File: config.mk
export PLATFORM = sky130hd
export DESIGN_NAME = consecutive_range_grouper
export DESIGN_NICKNAME = d
export VERILOG_FILES = /design/src/hdl/crg_pkg.sv /design/src/hdl/crg_cell.sv /design/src/hdl/crg_sort_chain.sv /design/src/hdl/consecutive_range_grouper.sv
export SDC_FILE = /design/constraint.sdc
export NUM_CORES = 2
export LEC_CHECK = 0
export ABC_AREA = 0
export BUFFER_PORTS_ARGS = -buffer_cell sky130_fd_sc_hd__buf_2
export CORE_ASPECT_RATIO = 0.75
export CORE_MARGIN = 1.5
export CORE_UTILIZATION = 40
export DETAILED_ROUTE_END_ITERATION = 12
export PLACE_DENSITY = 0.66
export SLEW_MARGIN = 20
export SYNTH_ARGS = -nofsm -noshare
export SYNTH_HDL_FRONTEND = slang
export SYNTH_SLANG_ARGS = --single-unit
File: constraint.sdc
create_clock -name clk -period 7 [get_ports clk]
set_clock_uncertainty 0.15 [all_clocks]
set_input_delay 1.05 -clock clk [delete_from_list [all_inputs] [get_ports clk]]
set_output_delay 1.05 -clock clk [all_outputs]
set_load 0.03 [all_outputs]
File: src/hdl/crg_pkg.sv
`timescale 1ns / 1ps
`default_nettype none
// ============================================================================
// crg_pkg
// Types and fixed constants shared by the consecutive range grouper.
// ============================================================================
package crg_pkg;

    localparam int SAMPLE_W     = 12;
    localparam int READ_COUNT_W = 7;
    localparam int COUNT_MAX    = 127;
    localparam int RESULT_LIMIT = 32;
    localparam int RUNS_W       = $clog2(RESULT_LIMIT + 1);

    typedef struct packed {
        logic [SAMPLE_W-1:0] sample;
        logic                last_sample;
    } in_item_t;

    typedef struct packed {
        logic [SAMPLE_W-1:0]     range_start;
        logic [SAMPLE_W-1:0]     range_end;
        logic [READ_COUNT_W-1:0] reading_count;
        logic                    no_range;
        logic                    overflowed;
        logic                    last_result;
    } result_t;

    // Control broadcast to every cell of the sorting chain.
    typedef struct packed {
        logic insert;
        logic shift;
    } cell_ctrl_t;

    typedef enum logic [1:0] {
        ST_IDLE,
        ST_WALK,
        ST_FLUSH,
        ST_FINISH
    } state_t;

endpackage
`default_nettype wire

File: src/hdl/crg_cell.sv
`timescale 1ns / 1ps
`default_nettype none
// ============================================================================
// crg_cell
// One cell of the sorted insertion chain: holds one sample.
// ============================================================================
module crg_cell (
    input  wire logic                         clk,
    input  wire crg_pkg::cell_ctrl_t          ctrl,
    input  wire logic [crg_pkg::SAMPLE_W-1:0] new_value,
    input  wire logic                         occupied,
    input  wire logic                         left_gt,
    input  wire logic [crg_pkg::SAMPLE_W-1:0] left_value,
    input  wire logic [crg_pkg::SAMPLE_W-1:0] right_value,
    output logic                              gt,
    output logic [crg_pkg::SAMPLE_W-1:0]      value
);

    logic [crg_pkg::SAMPLE_W-1:0] value_reg;
    logic [crg_pkg::SAMPLE_W-1:0] value_next;

    // An empty cell counts as larger than any sample.
    assign gt    = !occupied || (value_reg > new_value);
    assign value = value_reg;

    always_comb
    begin
        value_next = value_reg;
        if (ctrl.shift)
        begin
            value_next = right_value;
        end
        else if (ctrl.insert && gt)
        begin
            // take the left neighbour's sample if it moves too, else the new one
            value_next = left_gt ? left_value : new_value;
        end
    end

    always_ff @(posedge clk)
    begin
        value_reg <= value_next;
    end

endmodule
`default_nettype wire

File: src/hdl/crg_sort_chain.sv
`timescale 1ns / 1ps
`default_nettype none
// ============================================================================
// crg_sort_chain
// Row of cells kept in ascending order; inserts one sample or pops the head.
// ============================================================================
module crg_sort_chain #(
    parameter int DEPTH = 64
) (
    input  wire logic                           clk,
    input  wire crg_pkg::cell_ctrl_t            ctrl,
    input  wire logic [crg_pkg::SAMPLE_W-1:0]   new_value,
    input  wire logic [$clog2(DEPTH+1)-1:0]     count,
    output logic [crg_pkg::SAMPLE_W-1:0]        head
);

    localparam int CW = $clog2(DEPTH + 1);

    logic [crg_pkg::SAMPLE_W-1:0] cell_value [DEPTH];
    logic                         cell_gt    [DEPTH];

    genvar i;
    generate
        for (i = 0; i < DEPTH; i++)
        begin : g_cell
            logic                         left_gt;
            logic [crg_pkg::SAMPLE_W-1:0] left_value;
            logic [crg_pkg::SAMPLE_W-1:0] right_value;
            logic                         occupied;

            assign occupied = CW'(i) < count;

            if (i == 0)
            begin : g_first
                assign left_gt    = 1'b0;
                assign left_value = '0;
            end
            else
            begin : g_inner
                assign left_gt    = cell_gt[i-1];
                assign left_value = cell_value[i-1];
            end

            if (i == DEPTH - 1)
            begin : g_last
                assign right_value = '0;
            end
            else
            begin : g_body
                assign right_value = cell_value[i+1];
            end

            crg_cell u_cell (
                .clk         (clk),
                .ctrl        (ctrl),
                .new_value   (new_value),
                .occupied    (occupied),
                .left_gt     (left_gt),
                .left_value  (left_value),
                .right_value (right_value),
                .gt          (cell_gt[i]),
                .value       (cell_value[i])
            );
        end
    endgenerate

    assign head = cell_value[0];

endmodule
`default_nettype wire

File: src/hdl/consecutive_range_grouper.sv
`timescale 1ns / 1ps
`default_nettype none
// ============================================================================
// consecutive_range_grouper
// Collects a batch of samples, sorts them and reports runs of close values.
// ============================================================================
// Samples are taken one per cycle (start high, busy low) and inserted at once
// into a row of MAX_SAMPLES cells that keep them in ascending order; a sample
// that finds the row full is dropped and the batch is marked overflowed. The
// transfer flagged last_sample ends the batch: busy then stays high while the
// head of the row is popped once per cycle into the run tracker (ST_WALK),
// then while the final run is closed (ST_FLUSH) and the last result is issued
// (ST_FINISH). Each run of two or more samples whose neighbours differ by 0
// or 1 gives one result, in ascending order, at most 32 per batch; a batch
// without such a run gives a single no_range result. Results appear on result
// for exactly one cycle with result_valid high and cannot be held off, so the
// receiver must take every transfer. A result trails the run that made it by
// one run, so that the final one can carry last_result; the last result
// appears in the same cycle as busy falls. reading_count saturates at 127.
// ============================================================================
module consecutive_range_grouper #(
    parameter int MAX_SAMPLES = 64
) (
    input  wire logic              clk,
    input  wire logic              rst_n,
    input  wire logic              start,
    output logic                   busy,
    input  wire crg_pkg::in_item_t item,
    output crg_pkg::result_t       result,
    output logic                   result_valid
);

    localparam int CW = $clog2(MAX_SAMPLES + 1);
    localparam int SW = crg_pkg::SAMPLE_W;

    crg_pkg::state_t state_reg, state_next;

    logic [CW-1:0]                      count_reg, count_next;
    logic                               overflow_reg, overflow_next;
    logic                               first_reg, first_next;
    logic [SW-1:0]                      prev_reg, prev_next;
    logic [SW-1:0]                      start_reg, start_next;
    logic [CW-1:0]                      len_reg, len_next;
    logic [crg_pkg::RUNS_W-1:0]         emitted_reg, emitted_next;
    logic                               pend_valid_reg, pend_valid_next;
    logic [SW-1:0]                      pend_start_reg, pend_start_next;
    logic [SW-1:0]                      pend_end_reg, pend_end_next;
    logic [crg_pkg::READ_COUNT_W-1:0]   pend_count_reg, pend_count_next;
    crg_pkg::result_t                   result_reg, result_next;
    logic                               result_valid_reg, result_valid_next;

    crg_pkg::cell_ctrl_t                ctrl;
    logic [SW-1:0]                      head;
    logic                               accept;
    logic                               full;
    logic                               extend;
    logic                               close_ok;
    logic [31:0]                        len_wide;
    logic [crg_pkg::READ_COUNT_W-1:0]   len_sat;
    logic [SW:0]                        step;

    assign busy         = state_reg != crg_pkg::ST_IDLE;
    assign accept       = start && !busy;
    assign full         = count_reg == CW'(MAX_SAMPLES);
    assign result       = result_reg;
    assign result_valid = result_valid_reg;

    // Sorted row of cells: insert on a stored transfer, pop the head while walking.
    crg_sort_chain #(
        .DEPTH (MAX_SAMPLES)
    ) u_chain (
        .clk       (clk),
        .ctrl      (ctrl),
        .new_value (item.sample),
        .count     (count_reg),
        .head      (head)
    );

    // Samples leave the row in ascending order, so the step is never negative.
    assign step     = {1'b0, head} - {1'b0, prev_reg};
    assign extend   = step <= (SW+1)'(1);
    assign len_wide = 32'(len_reg);
    assign len_sat  = (len_wide > 32'(crg_pkg::COUNT_MAX))
                      ? crg_pkg::READ_COUNT_W'(crg_pkg::COUNT_MAX)
                      : len_wide[crg_pkg::READ_COUNT_W-1:0];
    // A closing run is kept only if it holds two or more and there is room.
    assign close_ok = (len_reg >= CW'(2))
                      && (emitted_reg < crg_pkg::RUNS_W'(crg_pkg::RESULT_LIMIT));

    // Next state
    always_comb
    begin
        state_next = state_reg;
        case (state_reg)
            crg_pkg::ST_IDLE:
            begin
                if (accept && item.last_sample)
                begin
                    state_next = crg_pkg::ST_WALK;
                end
            end
            crg_pkg::ST_WALK:
            begin
                if (count_reg == CW'(1))
                begin
                    state_next = crg_pkg::ST_FLUSH;
                end
            end
            crg_pkg::ST_FLUSH:
            begin
                state_next = crg_pkg::ST_FINISH;
            end
            crg_pkg::ST_FINISH:
            begin
                state_next = crg_pkg::ST_IDLE;
            end
            default:
            begin
                state_next = crg_pkg::ST_IDLE;
            end
        endcase
    end

    // Outputs and datapath
    always_comb
    begin
        ctrl              = '0;
        count_next        = count_reg;
        overflow_next     = overflow_reg;
        first_next        = first_reg;
        prev_next         = prev_reg;
        start_next        = start_reg;
        len_next          = len_reg;
        emitted_next      = emitted_reg;
        pend_valid_next   = pend_valid_reg;
        pend_start_next   = pend_start_reg;
        pend_end_next     = pend_end_reg;
        pend_count_next   = pend_count_reg;
        result_next       = result_reg;
        result_valid_next = 1'b0;

        case (state_reg)
            crg_pkg::ST_IDLE:
            begin
                if (accept)
                begin
                    // store the sample, or drop it and mark the batch
                    if (!full)
                    begin
                        ctrl.insert = 1'b1;
                        count_next  = count_reg + CW'(1);
                    end
                    else
                    begin
                        overflow_next = 1'b1;
                    end
                    if (item.last_sample)
                    begin
                        first_next      = 1'b1;
                        emitted_next    = '0;
                        pend_valid_next = 1'b0;
                    end
                end
            end
            crg_pkg::ST_WALK:
            begin
                ctrl.shift = 1'b1;
                count_next = count_reg - CW'(1);
                prev_next  = head;
                first_next = 1'b0;
                if (first_reg)
                begin
                    start_next = head;
                    len_next   = CW'(1);
                end
                else if (extend)
                begin
                    len_next = len_reg + CW'(1);
                end
                else
                begin
                    // close the run: issue the held one, hold this one
                    if (close_ok)
                    begin
                        if (pend_valid_reg)
                        begin
                            result_valid_next         = 1'b1;
                            result_next.range_start   = pend_start_reg;
                            result_next.range_end     = pend_end_reg;
                            result_next.reading_count = pend_count_reg;
                            result_next.no_range      = 1'b0;
                            result_next.overflowed    = overflow_reg;
                            result_next.last_result   = 1'b0;
                        end
                        pend_valid_next = 1'b1;
                        pend_start_next = start_reg;
                        pend_end_next   = prev_reg;
                        pend_count_next = len_sat;
                        emitted_next    = emitted_reg + crg_pkg::RUNS_W'(1);
                    end
                    start_next = head;
                    len_next   = CW'(1);
                end
            end
            crg_pkg::ST_FLUSH:
            begin
                // close the final run of the batch
                if (close_ok)
                begin
                    if (pend_valid_reg)
                    begin
                        result_valid_next         = 1'b1;
                        result_next.range_start   = pend_start_reg;
                        result_next.range_end     = pend_end_reg;
                        result_next.reading_count = pend_count_reg;
                        result_next.no_range      = 1'b0;
                        result_next.overflowed    = overflow_reg;
                        result_next.last_result   = 1'b0;
                    end
                    pend_valid_next = 1'b1;
                    pend_start_next = start_reg;
                    pend_end_next   = prev_reg;
                    pend_count_next = len_sat;
                    emitted_next    = emitted_reg + crg_pkg::RUNS_W'(1);
                end
            end
            crg_pkg::ST_FINISH:
            begin
                result_valid_next       = 1'b1;
                result_next.overflowed  = overflow_reg;
                result_next.last_result = 1'b1;
                if (pend_valid_reg)
                begin
                    result_next.range_start   = pend_start_reg;
                    result_next.range_end     = pend_end_reg;
                    result_next.reading_count = pend_count_reg;
                    result_next.no_range      = 1'b0;
                end
                else
                begin
                    result_next.range_start   = '0;
                    result_next.range_end     = '0;
                    result_next.reading_count = '0;
                    result_next.no_range      = 1'b1;
                end
                // empty the batch
                count_next      = '0;
                overflow_next   = 1'b0;
                pend_valid_next = 1'b0;
            end
            default:
            begin
                ctrl = '0;
            end
        endcase
    end

    always_ff @(posedge clk or negedge rst_n)
    begin
        if (!rst_n)
        begin
            state_reg        <= crg_pkg::ST_IDLE;
            count_reg        <= '0;
            overflow_reg     <= 1'b0;
            first_reg        <= 1'b0;
            emitted_reg      <= '0;
            pend_valid_reg   <= 1'b0;
            result_valid_reg <= 1'b0;
        end
        else
        begin
            state_reg        <= state_next;
            count_reg        <= count_next;
            overflow_reg     <= overflow_next;
            first_reg        <= first_next;
            emitted_reg      <= emitted_next;
            pend_valid_reg   <= pend_valid_next;
            result_valid_reg <= result_valid_next;
        end
    end

    always_ff @(posedge clk)
    begin
        prev_reg       <= prev_next;
        start_reg      <= start_next;
        len_reg        <= len_next;
        pend_start_reg <= pend_start_next;
        pend_end_reg   <= pend_end_next;
        pend_count_reg <= pend_count_next;
        result_reg     <= result_next;
    end

`ifndef SYNTHESIS
    // Walk keeps going while samples remain in the row.
    a_walk_holds: assert property (@(posedge clk) disable iff (!rst_n)
        (state_reg == crg_pkg::ST_WALK && count_reg > CW'(1))
        |=> state_reg == crg_pkg::ST_WALK)
        else $error("walk ended with samples left");

    // A final sample always starts the walk.
    a_last_starts_walk: assert property (@(posedge clk) disable iff (!rst_n)
        (accept && item.last_sample) |=> state_reg == crg_pkg::ST_WALK)
        else $error("batch end did not start the walk");

    // A no_range result is the only and final one, with zero count.
    a_no_range_last: assert property (@(posedge clk) disable iff (!rst_n)
        (result_valid_reg && result_reg.no_range)
        |-> (result_reg.last_result && result_reg.reading_count == '0))
        else $error("malformed no_range result");

    // A reported run holds two or more and is ordered.
    a_run_shape: assert property (@(posedge clk) disable iff (!rst_n)
        (result_valid_reg && !result_reg.no_range)
        |-> (result_reg.reading_count >= crg_pkg::READ_COUNT_W'(2)
             && result_reg.range_end >= result_reg.range_start))
        else $error("malformed run result");

    // The last result closes the batch: nothing remains held.
    a_finish_clears: assert property (@(posedge clk) disable iff (!rst_n)
        (state_reg == crg_pkg::ST_FINISH)
        |=> (!pend_valid_reg && count_reg == '0 && !overflow_reg
             && result_valid_reg && result_reg.last_result))
        else $error("batch not emptied after last result");
`endif

endmodule
`default_nettype wire
---- After elaboration in Yosys (flattened, before gate mapping) ----
Index checks and enable logic that the tools add are counted.
operators by class
  bitwise gates (word level) .............. 1
  equality and inequality tests ........... 14
  add/subtract/negate cells ............... 5
  multiplexer cells ....................... 243
  magnitude comparators ................... 132
  reduce and logical (&&, ||, !) cells .... 277
operators with widths
  cell                 count
  $mux 12              197
  $gt 12x12->1         64
  $lt 6x7->1 const A   32
  $mux 34              4
  $reduce_bool 2->1    67
  $lt 5x7->1 const A   16
  $pmux 34 s3          1
  $logic_and 1x1->1    67
  $logic_not 1->1      65
  $logic_or 1x1->1     64
  $lt 4x7->1 const A   8
  $pmux 12 s2          2
  $mux 7               6
  $mux 32              1
  $mux 6               5
  $lt 3x7->1 const A   4
  $pmux 7 s3           1
  $ne 2x2->1 const B   9
  $pmux 6 s3           1
  $mux 1               17
  $reduce_and 3->1     5
  $add 7x1->7 const B  2
  $lt 1x7->1 const A   2
  $lt 2x7->1 const A   2
  24 further kinds     30
word-level totals
  register bits ........................... 883
  word-level logic and storage cells ...... 755
  output and inout port bits .............. 36
  bits of input ports ..................... 16

---- Depth between registers and ports, before layout ----
  depth after elaboration ................. 8
  depth in mapped cells ................... 12
  gate-level depth less buffers ........... 11

---- Hierarchy ----
Synthesis repeated with hierarchy kept, for this count alone.
second synthesis, totals
  cell total of the unflattened synthesis .. 6,600
  area, all modules ....................... 64,707.1 sq um
modules (own cells, without submodules)
  module                     times used  area an instance (sq um)  cells an instance  sequential area each (sq um)
  crg_cell                   64          919.6                     95                 360.3
  consecutive_range_grouper  1           5,316.3                   417                3,358.2
  crg_sort_chain             1           534.3                     103                0.0

---- Worst setup path after synthesis ----
OpenSTA, ideal clock, no wires.
  kind .................................... input to register
  start ................................... input port item[2] (netlist bit)
  end ..................................... register u_chain.g_cell[10].u_cell.value_reg (netlist bit u_chain.g_cell[10].u_cell.value[0]) (enable)
  path slack .............................. 1,596 ps
  cell stages on the path ................. 11
  buffers on the path ..................... 2
  library setup time ...................... 416 ps
  arrival time ............................ 4,837 ps
  cells stage by stage .................... clkbuf_1 -> inv_1 -> ha_1 -> nor2b_1 -> o21a_1 -> o21a_1 -> o21ai_0 -> nand2_1 -> o41ai_1 -> clkbuf_1 -> o21ai_0
on the way
  word-level cells in the longest chain between the ends .. 4
RTL lines
  what                         RTL line                         text
  start: declaration           consecutive_range_grouper.sv:28  input wire crg_pkg::in_item_t item,
  $gt 12x12->1                 crg_cell.sv:23                   assign gt = !occupied || (value_reg > new_value);
  $logic_or 1x1->1             crg_cell.sv:23
  $logic_and 1x1->1            crg_cell.sv:33                   else if (ctrl.insert && gt)
  $reduce_bool 2->1 (no line)  n/a
  end signal: assignment       crg_cell.sv:42                   value_reg <= value_next;
  end: declaration             crg_cell.sv:19                   logic [crg_pkg::SAMPLE_W-1:0] value_reg;
No other way between the ends.
A chain may end at the register's enable or synchronous reset.

---- Final worst setup path ----
  start ................................... input port item[9] (netlist bit)
  end ..................................... register u_chain.g_cell[23].u_cell.value_reg (netlist bit u_chain.g_cell[23].u_cell.value[5]) (enable)
on the way
  word-level cells in the longest chain between the ends .. 4
RTL lines
  what                         RTL line
  $gt 12x12->1                 crg_cell.sv:23
  $logic_or 1x1->1             crg_cell.sv:23
  $logic_and 1x1->1            crg_cell.sv:33
  $reduce_bool 2->1 (no line)  n/a
  end signal: assignment       crg_cell.sv:42
  end: declaration             crg_cell.sv:19
No other way between the ends.

==> summary.md <==
The final weighted congestion in routability-driven placement came out at 0.9016. In this run the core area contains 124 standard-cell rows. The synthesized design contains 852 enable-type register cells.

In this run the post-CTS setup repair buffer count came out at 0. The worst max-slew margin expressed relative to the limit is 20.44%. The post-layout minimum cycle time was 4.434 ns; the top fanout value on the critical path was 31. Clock root buffer master: sky130_fd_sc_hd__clkbuf_16.

The overall die height works out to 343.9 um. CTS saw 883 sinks. Wire length of the first global-routing pass: 290000 um. STA classifies the critical path endpoint as a flip-flop. The share of the synthesized area in compound gates (AO/OA/AOI/OAI) was 16.09%. For the required arrival time at the worst endpoint, the log shows 7.29 ns. The final critical path takes up 63.34% of the cycle. The worst setup path is of the in2reg kind. The horizontal die dimension is 457.6 um, and the number of placed I/O pins is 52.

Setup violations remaining at the end of the flow were counted as 0. The met1 usage in global routing was 35.81%. For the worst setup path, the data arrival time is 4.72 ns.

Fill cells in the final layout number 14190. For met3 alone, demand over resource in global routing was 4.250%. Averaged over all synthesized cells, the footprint is 10.29 um^2. The number of antenna violations at the first check in global routing was 2; the post-synthesis sequential element count was 883. The sum of routed wire length over all layers was 190800 um.

The tightest min-delay check is of the in2async type. The share of synthesized cell area in and, or, nand and nor gates works out to 11.37%. The sum of negative setup slack was 0 ns; the via density per instance was 6.127.

In the synthesized netlist the async set-or-reset flop fraction comes to 2.152%. Global routing used 23.47% of the available tracks. The count of nets left with antenna violations once routing finished came out at 0.

For the total of hold buffers inserted after clock tree synthesis, the log shows 0. The library cell used most frequently in the layout, excluding fill and tap cells, is sky130_fd_sc_hd__o21ai_0. The number of iterations in the first detailed-routing pass came out at 6. The full die area is 157400 um^2, and the area used by sequential logic in the layout is 26300 um^2. For the number of buffers between clock root and the deepest sink, the log shows 3. Setup repair after global routing left no endpoint under its margin. The run gives 6830 as the number of nets produced by synthesis. The power density of the placed cells is 570.8 nW/um^2. The share of the Yosys chip area taken by registers is 42.43%. The register with the most flip-flops in the layout has 768 of them. Counting distinct cell types in the post-synthesis netlist gives 68. The initial standard-cell utilization of the core was 40.48%. The average routed wire per standard cell is 23.64 um, and the number of buffers created by CTS is 93. The DRC violation count after routing was 0.

Summing all multi-input logic gate instances after layout gives 33870 um^2. The run gives 153100 um^2 as the placeable core area. Buffers placed on the I/O ports in this run total 51.

The later pin in the worst-skew pair is clocked with a latency of 0.73 ns. Yosys printed 0 warnings. The combined area of all synthesized cells is 61980 um^2, and the actual transition at the worst max-transition pin is 1.181 ns. Entering global routing, the biggest net connects 260 pins. For the reported max-cap violation count, the log shows 0. The run finished with clean final reports.

The tools report the sort of element at the start of the critical path as an input port. Measured against the total synthesized area, the mux share comes to 10.87%. met1 is the most crowded layer. The net count of the finished layout is 6788, and the static leakage power is 28.05 nW.

Once detailed placement completed, the half-perimeter wirelength came to 131200 um. The clock slew at the register clock pins of the worst setup and hold paths is 0.06 ns. Detailed routing inserted a total of 49460 vias.

The growth of design area from synthesis to finish was 9.883%. Of the total synthesized cell area, the portion taken by XOR and XNOR cells is 0.1130%. The number of H-tree levels came out at 3.

Main flop type after synthesis: sky130_fd_sc_hd__edfxtp_1. In this run, post-CTS repair resized a total of 0 instances. The library cells used most frequently in the layout, excluding fill and tap cells, are sky130_fd_sc_hd__o21ai_0, sky130_fd_sc_hd__edfxtp_1, sky130_fd_sc_hd__ha_1.

Via count of the first global-routing pass: 47510. VDD sags by at most 0.2910 mV. The run gives 0 as the number of hold violations in the final report.

The peak clock frequency supported by timing is 225.5 MHz, and the fraction of the mapped netlist area in adder cells is 16.00%. The max-slew violation count was 0. By area, the combinational part of the netlist is dominated by compound AO/OA/AOI/OAI gates. The share of cells above drive strength 1 is 7.893%. The run gives 5672 as the count of routing violations after the opening detailed-route iteration.

The post-synthesis cell count was 6022; the final-layout worst hold slack was 0.1772 ns. The met2 track demand over resource is 33.86%. TritonCTS built the clock tree. The total overflow left after global routing is 0.
## logic make-up (layout without fill, tap and decap cells)
logic type | Yosys count | in the layout
AND/OR/NAND/NOR | 1473 | 1473
AO/OA/AOI/OAI | 1697 | 1697
flip-flops | 883 | 883
XOR/XNOR | 8 | 8
adder cells (fa/ha/maj) | 792 | 792
buffers and inverters | 496 | 530
other | 0 | 1
multiplexers | 673 | 673
## final timing paths
path	startpoint	end	slack [ns]	depth (start not counted)
hold / removal	rst_n	result_valid	0.18	1
setup reg to reg	count_reg[2]	u_chain.g_cell[23].u_cell.value[5]	2.73	6
setup / recovery	item[9]	u_chain.g_cell[23].u_cell.value[5]	2.57	11
hold reg to reg	start_reg[3]	pend_start_reg[3]	0.26	0
max in group asynchronous	rst_n	count_reg[1]	6.11	1
min in group clk	start_reg[3]	pend_start_reg[3]	0.26	0
## final cells by class
type                    count  area share [%]
inverters                 118          0.6981
multi-input cells        4643           49.73
diodes                      1        0.003674
well taps                2016           3.703
repair buffers            241           2.695
clock inverters            55          0.9075
clock buffers             116           3.650
flip-flops and latches    883           38.61
## power by group
part           total [mW]  switching (mW)  internal (mW)
clock network        5.27            2.30           2.97
registers            13.9            3.00           10.9
logic                19.7            11.9           7.83
total                38.9            17.2           21.7
## cell usage after synthesis (67+ instances only)
cell type / instances / share of area (%)
sky130_fd_sc_hd__a21o_1: 229 / 2.8
sky130_fd_sc_hd__a21oi_1: 338 / 2.7
sky130_fd_sc_hd__a2bb2oi_1: 68 / 0.96
sky130_fd_sc_hd__buf_1: 67 / 0.41
sky130_fd_sc_hd__clkbuf_1: 267 / 1.6
sky130_fd_sc_hd__edfxtp_1: 852 / 41
sky130_fd_sc_hd__ha_1: 791 / 16
sky130_fd_sc_hd__inv_1: 116 / 0.70
sky130_fd_sc_hd__mux2i_1: 673 / 11
sky130_fd_sc_hd__nand2_1: 750 / 4.5
sky130_fd_sc_hd__nand2b_1: 124 / 1.3
sky130_fd_sc_hd__nand4_1: 191 / 1.9
sky130_fd_sc_hd__nor2_1: 92 / 0.56
sky130_fd_sc_hd__nor2b_1: 88 / 0.89
sky130_fd_sc_hd__o21ai_0: 862 / 7.0
## critical path, cell delays in order
cell and delay (ns):
sky130_fd_sc_hd__buf_4 0.43, sky130_fd_sc_hd__inv_4 0.41, sky130_fd_sc_hd__buf_4 0.35, sky130_fd_sc_hd__ha_1 0.31, sky130_fd_sc_hd__nand4_1 0.17, sky130_fd_sc_hd__or2_2 0.34, sky130_fd_sc_hd__o221ai_1 0.23, sky130_fd_sc_hd__a21oi_1 0.10
sky130_fd_sc_hd__buf_4 0.23, sky130_fd_sc_hd__o21ai_0 0.66, sky130_fd_sc_hd__buf_4 0.31
## stage by stage
stage / instances / cell area (um^2) / utilization, % / setup WS (ns) / power (mW)
floorplan: 6022 / 61980 / - / 1.596 / 26.64
global placement: 7899 / 64970 / 42.43 / 2.036 / 32.31
detailed placement: 7899 / 64970 / 42.43 / 1.929 / 33.08
CTS: 8070 / 68070 / 44.45 / 2.678 / 38.42
global route: 8072 / 68110 / 44.48 / 2.455 / 41.40
finish: 8073 / 68110 / 44.48 / 2.566 / 38.88
## routing by layer
metal	share of wire [%]	vias to the layer above
li1	-	22650
met1	47	24340
met2	41	2175
met3	9.2	299
met4	2.3	4
met5	0.013	-
Power figures use the tool's default switching activity.
